### config.mk
export PLATFORM = sky130hd
export DESIGN_NAME = pcce_front
export DESIGN_NICKNAME = d
export VERILOG_FILES = /design/src/hw/rtl/pcce_pkg.sv /design/src/hw/rtl/pcce_front.sv
export SDC_FILE = /design/constraint.sdc
export NUM_CORES = 1
export LEC_CHECK = 0
export ABC_AREA = 0
export BUFFER_PORTS_ARGS = -buffer_cell sky130_fd_sc_hd__buf_2
export CORE_ASPECT_RATIO = 0.75
export CORE_MARGIN = 4
export CORE_UTILIZATION = 55
export CTS_CLUSTER_SIZE = 10
export DETAILED_ROUTE_END_ITERATION = 6
export PLACE_DENSITY = 0.75
export SETUP_SLACK_MARGIN = 0.02
export SLEW_MARGIN = 20
export SYNTH_ARGS = -nofsm -noshare
export SYNTH_HDL_FRONTEND = slang
export SYNTH_SLANG_ARGS = --single-unit
### constraint.sdc
create_clock -name clk_i -period 3.25 [get_ports clk_i]
set_input_delay 0.1625 -clock clk_i [delete_from_list [all_inputs] [get_ports clk_i]]
set_output_delay 0.1625 -clock clk_i [all_outputs]
set_load 0.03 [all_outputs]
### src/hw/rtl/pcce_pkg.sv
`timescale 1ns / 1ps
`default_nettype none
// ----------------------------------------------------------------------------
// pcce_pkg
// Shared types and constants of the piecewise calibration curve evaluator.
// ----------------------------------------------------------------------------
package pcce_pkg;

  localparam int DATA_W    = 32;
  localparam int FRAC_BITS = 16;

  // Exponent argument clamp, in whole units.
  localparam int EXP_LIMIT = 23;
  localparam int U_W       = FRAC_BITS + 6;
  localparam int VB_W      = FRAC_BITS + 39;
  localparam int MAG_W     = 41;

  localparam logic [32:0] LOG2E_Q32 = 33'h1_7154_7653;
  localparam logic [31:0] LN2_Q32   = 32'hB172_17F8;

  // Taylor series of exp(t): terms 1..SERIES_TERMS, two register stages per
  // term after the first one.
  localparam int SERIES_TERMS = 12;
  localparam int SERIES_REGS  = 2 * (SERIES_TERMS - 1);
  localparam int RECIP_SHIFT  = 36;

  // ceil(2^36 / n) for n = 2..12; exact quotients for 32-bit dividends.
  localparam logic [35:0] SERIES_RECIP [SERIES_TERMS-1] = '{
    36'h8_0000_0000, 36'h5_5555_5556, 36'h4_0000_0000, 36'h3_3333_3334,
    36'h2_AAAA_AAAB, 36'h2_4924_924A, 36'h2_0000_0000, 36'h1_C71C_71C8,
    36'h1_9999_999A, 36'h1_745D_1746, 36'h1_5555_5556
  };

  localparam int EXP_STAGES  = 4 + SERIES_REGS + 2;
  localparam int QUAD_STAGES = 4;
  localparam int QUAD_PAD    = EXP_STAGES - QUAD_STAGES;

  localparam logic [DATA_W-1:0] SAT_MAX = 32'h7FFF_FFFF;
  localparam logic [DATA_W-1:0] SAT_MIN = 32'h8000_0000;

  typedef enum logic [1:0] {
    CFG_BP_FIRST  = 2'd0,
    CFG_BP_SECOND = 2'd1,
    CFG_EXP_MODE  = 2'd2
  } cfg_idx_e;

  typedef enum logic {
    FUNC_WRITE = 1'b0,
    FUNC_EVAL  = 1'b1
  } func_e;

  typedef struct packed {
    logic signed [DATA_W-1:0] x;
    logic signed [DATA_W-1:0] a;
    logic signed [DATA_W-1:0] b;
    logic signed [DATA_W-1:0] c;
    logic signed [DATA_W-1:0] d;
  } eval_t;

  typedef struct packed {
    logic [1:0] seg;
    logic       is_exp;
  } ctl_t;

  typedef struct packed {
    logic [DATA_W-1:0] res;
    logic              sat;
  } quad_res_t;

  typedef struct packed {
    logic [MAG_W-1:0]         mag;
    logic                     big;
    logic                     a_neg;
    logic                     a_zero;
    logic signed [DATA_W-1:0] d;
  } exp_res_t;

endpackage
`default_nettype wire

### src/hw/rtl/pcce_front.sv
`timescale 1ns / 1ps
`default_nettype none
// ----------------------------------------------------------------------------
// pcce_front
// Configuration registers, coefficient table, segment choice and the first
// pipeline register.
// ----------------------------------------------------------------------------
module pcce_front #(
  parameter int SEGMENTS = 3
) (
  input  logic                     clk_i,
  input  logic                     rst_ni,
  input  logic                     adv_i,
  input  logic                     cfg_we_i,
  input  logic [1:0]               cfg_index_i,
  input  logic [31:0]              cfg_wdata_i,
  input  logic                     in_valid_i,
  input  logic                     func_i,
  input  logic [3:0]               coef_index_i,
  input  logic signed [31:0]       coef_value_i,
  input  logic signed [31:0]       measured_value_i,
  output logic                     valid_o,
  output pcce_pkg::eval_t          eval_o,
  output pcce_pkg::ctl_t           ctl_o
);

  localparam int ROW_W = (SEGMENTS > 1) ? $clog2(SEGMENTS) : 1;

  logic signed [31:0] bp_first_q, bp_second_q;
  logic [2:0]         exp_mode_q;
  logic [31:0]        coef_q [SEGMENTS][4];

  logic               wr_en;
  logic [ROW_W-1:0]   wr_row, rd_row;
  logic [1:0]         seg_raw, seg_lim;
  logic               valid_q;
  pcce_pkg::eval_t    eval_q;
  pcce_pkg::ctl_t     ctl_q;

  always_ff @(posedge clk_i or negedge rst_ni) begin
    if (!rst_ni) begin
      bp_first_q  <= '0;
      bp_second_q <= '0;
      exp_mode_q  <= '0;
    end else if (cfg_we_i) begin
      unique case (pcce_pkg::cfg_idx_e'(cfg_index_i))
        pcce_pkg::CFG_BP_FIRST:  bp_first_q  <= cfg_wdata_i;
        pcce_pkg::CFG_BP_SECOND: bp_second_q <= cfg_wdata_i;
        pcce_pkg::CFG_EXP_MODE:  exp_mode_q  <= cfg_wdata_i[2:0];
        default: ;
      endcase
    end
  end

  // Slots past the table are dropped.
  assign wr_en  = in_valid_i && adv_i && (func_i == pcce_pkg::FUNC_WRITE) &&
                  (6'(coef_index_i) < 6'(SEGMENTS * 4));
  assign wr_row = ROW_W'(coef_index_i[3:2]);

  always_ff @(posedge clk_i) begin
    if (wr_en) begin
      coef_q[wr_row][coef_index_i[1:0]] <= coef_value_i;
    end
  end

  always_comb begin
    if (measured_value_i < bp_first_q || bp_first_q == '0) begin
      seg_raw = 2'd0;
    end else if (measured_value_i < bp_second_q || bp_second_q == '0) begin
      seg_raw = 2'd1;
    end else begin
      seg_raw = 2'd2;
    end
    seg_lim = (4'(seg_raw) > 4'(SEGMENTS - 1)) ? 2'(SEGMENTS - 1) : seg_raw;
  end

  assign rd_row = ROW_W'(seg_lim);

  always_ff @(posedge clk_i or negedge rst_ni) begin
    if (!rst_ni) begin
      valid_q <= 1'b0;
    end else if (adv_i) begin
      valid_q <= in_valid_i && (func_i == pcce_pkg::FUNC_EVAL);
    end
  end

  always_ff @(posedge clk_i) begin
    if (adv_i) begin
      eval_q.x     <= measured_value_i;
      eval_q.a     <= coef_q[rd_row][0];
      eval_q.b     <= coef_q[rd_row][1];
      eval_q.c     <= coef_q[rd_row][2];
      eval_q.d     <= coef_q[rd_row][3];
      ctl_q.seg    <= seg_lim;
      ctl_q.is_exp <= exp_mode_q[seg_lim];
    end
  end

  assign valid_o = valid_q;
  assign eval_o  = eval_q;
  assign ctl_o   = ctl_q;

endmodule
`default_nettype wire

**Yosys cells after proc, flatten, opt, wreduce, memory -nomap -nowiden**

Memory sizes are Yosys's and may differ from the RTL's. A register that Yosys moved wholly into a read port is not among the register bits.
Index checks and enable logic that the tools add are counted.

- Order comparisons: 7
- Bitwise gates (word level): 2
- Multiply operators: 0
- Shifts and indexed selects: 0
- Divide/modulo/power cells: 0
- Muxes and demuxes: 9
- Reductions and logical operators: 13
- Add/subtract/negate cells: 0
- Equal/unequal tests: 2

Operators by type and width:

| operator | count |
|---|---|
| two-way mux 128 bit | 1 |
| demux 32 bit (select 2 bit) | 1 |
| logical NOT 32 bit | 2 |
| less-than comparator 32 bit | 2 |
| two-way mux 32 bit | 1 |
| two-way mux 2 bit | 3 |
| AND reduction 2 bit | 3 |
| logical AND 1 bit | 5 |
| less-than comparator 4 bit (second input constant) | 1 |
| >= comparator 3 bit (second input constant) | 1 |
| less-than comparator 2 x 3 -> 1 bit (second input constant) | 1 |
| less-than comparator 3 x 1 -> 1 bit (second input constant) | 1 |
| inverter 2 -> 3 bit | 1 |
| binary-select mux 1 bit (select 2 bit) | 1 |
| == test 2 x 1 -> 1 bit (second input constant) | 1 |
| == test 2 bit (second input constant) | 1 |
| greater-than comparator 2 bit (second input constant) | 1 |
| logical NOT 2 bit | 1 |
| logical OR 1 bit | 2 |
| two-way mux 1 bit | 2 |
| inverter 1 bit | 1 |

- Logic and storage cells: 41
- Bits in writable memories: 384
- Memories: 1
- Output and inout bits: 164
- Input bits: 108
- Flip-flop bits (word level): 103
- Bits in latches: 0
- Bits in read-only memories: 0

Memories:

| name | words | bits a word | rd ports | clocked after Yosys merged registers in | wr ports | line | source |
|---|---|---|---|---|---|---|---|
| coef_q | 3 | 128 | 1 | 1 | 1 | pcce_front.sv:31 | `logic [31:0] coef_q [SEGMENTS][4];` |

**Logic depth before layout (Yosys ltp)**

- Depth after elaboration: 8
- Mapped depth: 12
- Gate-level depth less buffers: 9

**Worst setup path after synthesis**

OpenSTA, ideal clock, no wires.

- Kind: input to register
- Start: input port coef_index_i[2]
- End: memory coef_q[2][100] (netlist bit) (enable)
- Slack: -1.146 ns
- Stages: 3
- Data required time: 2.736 ns
- Arrival time: 3.881 ns
- Library setup time: 0.514 ns
- Path buffers: 0
- Cell sequence: a21oi_1 > and3_1 > nor4b_1

- Longest elaborated chain between the ends: 4

RTL lines:

| item | line | source |
|---|---|---|
| start: declaration | pcce_front.sv:19 | `input logic [3:0] coef_index_i,` |
| less-than comparator 4 bit | pcce_front.sv:57 | `(6'(coef_index_i) < 6'(SEGMENTS * 4));` |
| logical AND 1 bit | pcce_front.sv:56 | `assign wr_en = in_valid_i && adv_i && (func_i == pcce_pkg::FUNC_WRITE) &&` |
| two-way mux 1 bit | pcce_front.sv:61 | `if (wr_en) begin` |
| two-way mux 128 bit (implied by the code) | pcce_front.sv:62 | `coef_q[wr_row][coef_index_i[1:0]] <= coef_value_i;` |
| end: declaration | pcce_front.sv:31 |  |

Several ways; a longest one is shown, not always the timed one.

**Final worst setup path**

- Start: register bp_second_q[15]
- End: register eval_o[27] (netlist name)

- Longest elaborated chain between the ends: 6

RTL lines:

| item | line | source |
|---|---|---|
| start: declaration | pcce_front.sv:29 | `logic signed [31:0] bp_first_q, bp_second_q;` |
| start signal: assignment | pcce_front.sv:48 | `pcce_pkg::CFG_BP_SECOND: bp_second_q <= cfg_wdata_i;` |
| less-than comparator 32 bit or logical NOT 32 bit (tied branches) | pcce_front.sv:69 | `end else if (measured_value_i < bp_second_q \|\| bp_second_q == '0) begin` |
| logical OR 1 bit * | pcce_front.sv:69 |  |
| two-way mux 2 bit * | pcce_front.sv:69 |  |
| two-way mux 2 bit * | pcce_front.sv:67 | `if (measured_value_i < bp_first_q \|\| bp_first_q == '0) begin` |
| greater-than comparator 2 bit | pcce_front.sv:74 | `seg_lim = (4'(seg_raw) > 4'(SEGMENTS - 1)) ? 2'(SEGMENTS - 1) : seg_raw;` |
| two-way mux 2 bit * | pcce_front.sv:74 |  |

Mark *: on every way between the ends. The rest lies on a longest branch, timed or not.
A chain may end at the register's enable or synchronous reset.

==> metrics list <==
* CP Class: reg2reg
* Count of mapped cells out of synthesis: 1928
- The synthesized netlist occupies a cell area of 27300 um^2.
- In this run, CTS created clock tree buffers numbering 72.
* Endpoint of the worst register-to-register path: eval_o[27]$_DFFE_PP_
- Final hold violation count: 8
* Vias in the first global route: 18600
- In this run, the number of DRC markers left after iteration 0 of detailed routing was 2289.
- Antenna violations before repair: 4
* Most used flip-flop cell after synthesis: edfxtp_1
- Leading post-synthesis cells by cell area: edfxtp_1 60%, dfrtp_1 6.2%, mux2_2 4.7%
- Across all register-to-register paths, the minimum setup slack is 0.06 ns.
- In the routed layout, each cell is associated on average with a via count of 6.39.
* Max Fanout on Critical Path: 26
- In this run the core area contains 70 standard-cell rows.
* Wire length of the first global-routing pass: 111000 um
- The flow ran to the end, but the final reports show violations.
* Crit path from: bp_second_q[15]$_DFFE_PN0P_
- Cells on worst reg2reg path: 11
* Startpoint of the worst-slack reg-to-reg timing path: bp_second_q[15]$_DFFE_PN0P_
* Maximum clock insertion buffer count: 3
- The max-slew violation total from the final report came to 0.
- The synthesized design contains 615 register bits.
- Die extent in x: 265 um
- Post-synthesis sequential area ratio: 66.5%
* Worst slack after detailed placement: -0.00343 ns
- Once placement finished, the instance area stood at 29800 um^2.
- At the end of the flow, the number of nets in the layout was 2471.
- Violations in the final reports: negative hold slack
* Static Leak: 12.4 nW
* Path class of the lowest-slack min-delay path: in2async
- STA classifies the critical path endpoint as a flop.
* Yosys synthesis warning count: 0
- Data required time at the worst endpoint: 3.58 ns
- Global router's overall resource usage: 26.7%
* Area overhead of the layout relative to synthesis: 21.9%
- The worst setup path is launched from a flop.
* Critical Path Slowest Stage Cell: a311o_1
* Total non-filler cell area in the finished layout: 33300 um^2
* Maximum capacitance violations: 0
* Cell Pwr Density: 685 nW/um^2
- Crit path arrival time: 3.53 ns
- Share of cells above drive strength 1: 27.5%
- After detailed routing, the total wire length is 75900 um.
* Routed wirelength normalized by instance count: 25.5 um
- Synth area leader: edfxtp_1
* Clock transition at the register clock pins on the worst setup and hold paths after CTS: 0.06 ns
* Clock Root Buffer: clkbuf_16
* Syn avg cell area: 14.1 um^2
* Proportion of register bits with asynchronous set or reset after synthesis: 11.1%
* Transition time at the pin with the least slew margin: 1.00 ns
* Net Count, Synth: 2098
- The detailed router placed 19000 vias in this run.
* Delay of the slowest cell on the worst path: 0.40 ns
- Die footprint: 53300 um^2
- edfxtp_1 is the most common cell in the netlist.
- The H-tree was split into 3 levels.
- Count of final setup violators: 0
* Largest net degree at the start of global routing: 261
- Io pins: 272
* Pre-Repair DR Iteration Count: 6
- Antenna-violating nets left: 0
* Cell breakdown of the critical path: inv_1 -> ha_1 -> a21oi_1 -> o21ai_1 -> a41o_1 -> o21ai_4 -> nand4b_4 -> buf_4 -> buf_8 -> a311o_1 -> mux2_2
* Clock tree from TritonCTS: built
- The worst pin sits at a relative slew slack of 33.2%.
- The clock arrives with 0.0217 ns of skew.
* Final min period: 3.19 ns
* Starting density of the core: 55.8%
* Total grt overflow: 0
- Final HPWL from detailed placement: 42800 um
- Util after Layout: 68.0%
* Final RePlAce weighted congestion: 0.867
- After synthesis, the largest area contributor takes up 60.2% of total cell area.
- Input/output buffers: 271
- Counting flops with a built-in enable in the synthesized netlist gives 547.
* Remaining design rule violation count: 0
- Core region area: 48900 um^2
- Top cells by count, synth: 547 x edfxtp_1, 151 x a21oi_1, 135 x nor3_1
* Library cells used by synthesis: 50
- Clock insertion delay at the later pin of the skew report: 0.60 ns
- Across the VDD grid, the largest voltage drop is 0.000447 V.
- Post-layout worst setup margin: 0.0589 ns
- Static timing analysis puts the maximum clock frequency at 313 MHz.
* Overall power: 22.8 mW
- Hold timing on the final database bottoms out at a slack of -0.0186 ns.
- In the finished design, the share of the clock period the worst path needs comes to 98.2%.
- Vertical die dimension: 201 um
* CTS sink count: 615
## area by class of cell
cell class | instances | area [um^2]
sequential | 615 | 18100
fill | 3357 | 15600
multi-input combinational | 1083 | 8410
timing repair buffer | 464 | 3640
clock buffer | 94 | 1960
tap | 648 | 811
inverter | 65 | 244
clock inverter | 6 | 67.6
antenna | 1 | 2.50
## worst max-delay path: cells and delay by family (launching register included)
kind                       cells  cell delay, ns
and+or+nand+nor                1            0.18
DFF                            1            0.37
AOI/OAI and AO/OA              5            1.38
buffers and inverters          3            0.42
muxes                          1            0.29
adders and majority gates      1            0.29
## flip-flops by register name, indices dropped and copies added (netlist names)
signal,cells
ctl_o,3
exp_mode_q,3
coef_q,384
eval_o,160
bp_first_q,32
valid_o,1
bp_second_q,32
## per-stage QoR
| step | TNS [ns] | cells |
|---|---|---|
| after CTS | 0 | 2953 |
| after detailed placement | -0.00343 | 2754 |
| after global placement | 0 | 2754 |
| final | 0 | 2976 |
| after floorplan | 0 | 1928 |
| after global routing | -0.0734 | 2976 |
## routing by layer
layer  vias to the layer above  share of wire [%]  global-route usage (%)
li1                       8288                  -                       -
met1                      9455                 40                    37.9
met2                      1098                 47                    41.6
met3                       164                 10                    6.37
met4                         4                3.0                    7.94
met5                         -              0.036                       0
## repair_timing
action / in CTS / in global routing
gates resized for setup: 1 / 20
endpoints found under the setup margin: 19 / 128
setup buffers: 0 / 9
pin swaps: 0 / 8
endpoints found under the hold margin: 516 / 0
hold buffers: 99 / 0
gates cloned: 0 / 12
## placed cells by master, fill, tap and decap left out, types with 16 or more instances in the layout
cell type | netlist | routed
a21oi_1 | 151 | 150
a311o_1 | 129 | 129
buf_12 | 0 | 30
buf_2 | 74 | 270
buf_4 | 1 | 44
clkbuf_1 | 74 | 18
clkbuf_16 | 0 | 82
dfrtp_1 | 68 | 68
dlygate4sd3_1 | 0 | 99
edfxtp_1 | 547 | 547
ha_1 | 62 | 61
inv_1 | 65 | 65
mux2_2 | 115 | 115
mux2_4 | 50 | 50
nand2_1 | 50 | 50
nand3_1 | 134 | 134
nand3b_1 | 133 | 133
nor3_1 | 135 | 132
nor4_1 | 17 | 16
o21ai_0 | 40 | 39
## logic make-up after synthesis
group / count (synthesis) / synth area share, %
compound gates: 345 / 9.03
fa+ha+maj: 62 / 2.84
buf+inv: 230 / 3.55
flops: 615 / 66.5
mux: 165 / 7.50
simple gates: 511 / 10.6
## where the power goes
group / switching (mW) / leakage [nW] / internal, mW
logic: 3.42 / 5.49 / 2.50
registers: 0.300 / 5.88 / 9.36
clock network: 2.97 / 0.982 / 4.25
total: 6.69 / 12.4 / 16.1
## worst max path at each step
stage	endpoint	cells past startpoint
floorplan	eval_o[100]$_DFFE_PP_	11
detailed placement	eval_o[119]$_DFFE_PP_	11
CTS	eval_o[27]$_DFFE_PP_	11
global route	eval_o[27]$_DFFE_PP_	11
finish	eval_o[27]$_DFFE_PP_	11
global placement	eval_o[29]$_DFFE_PP_	11
Note: power is estimated with default switching activity, not from simulation.
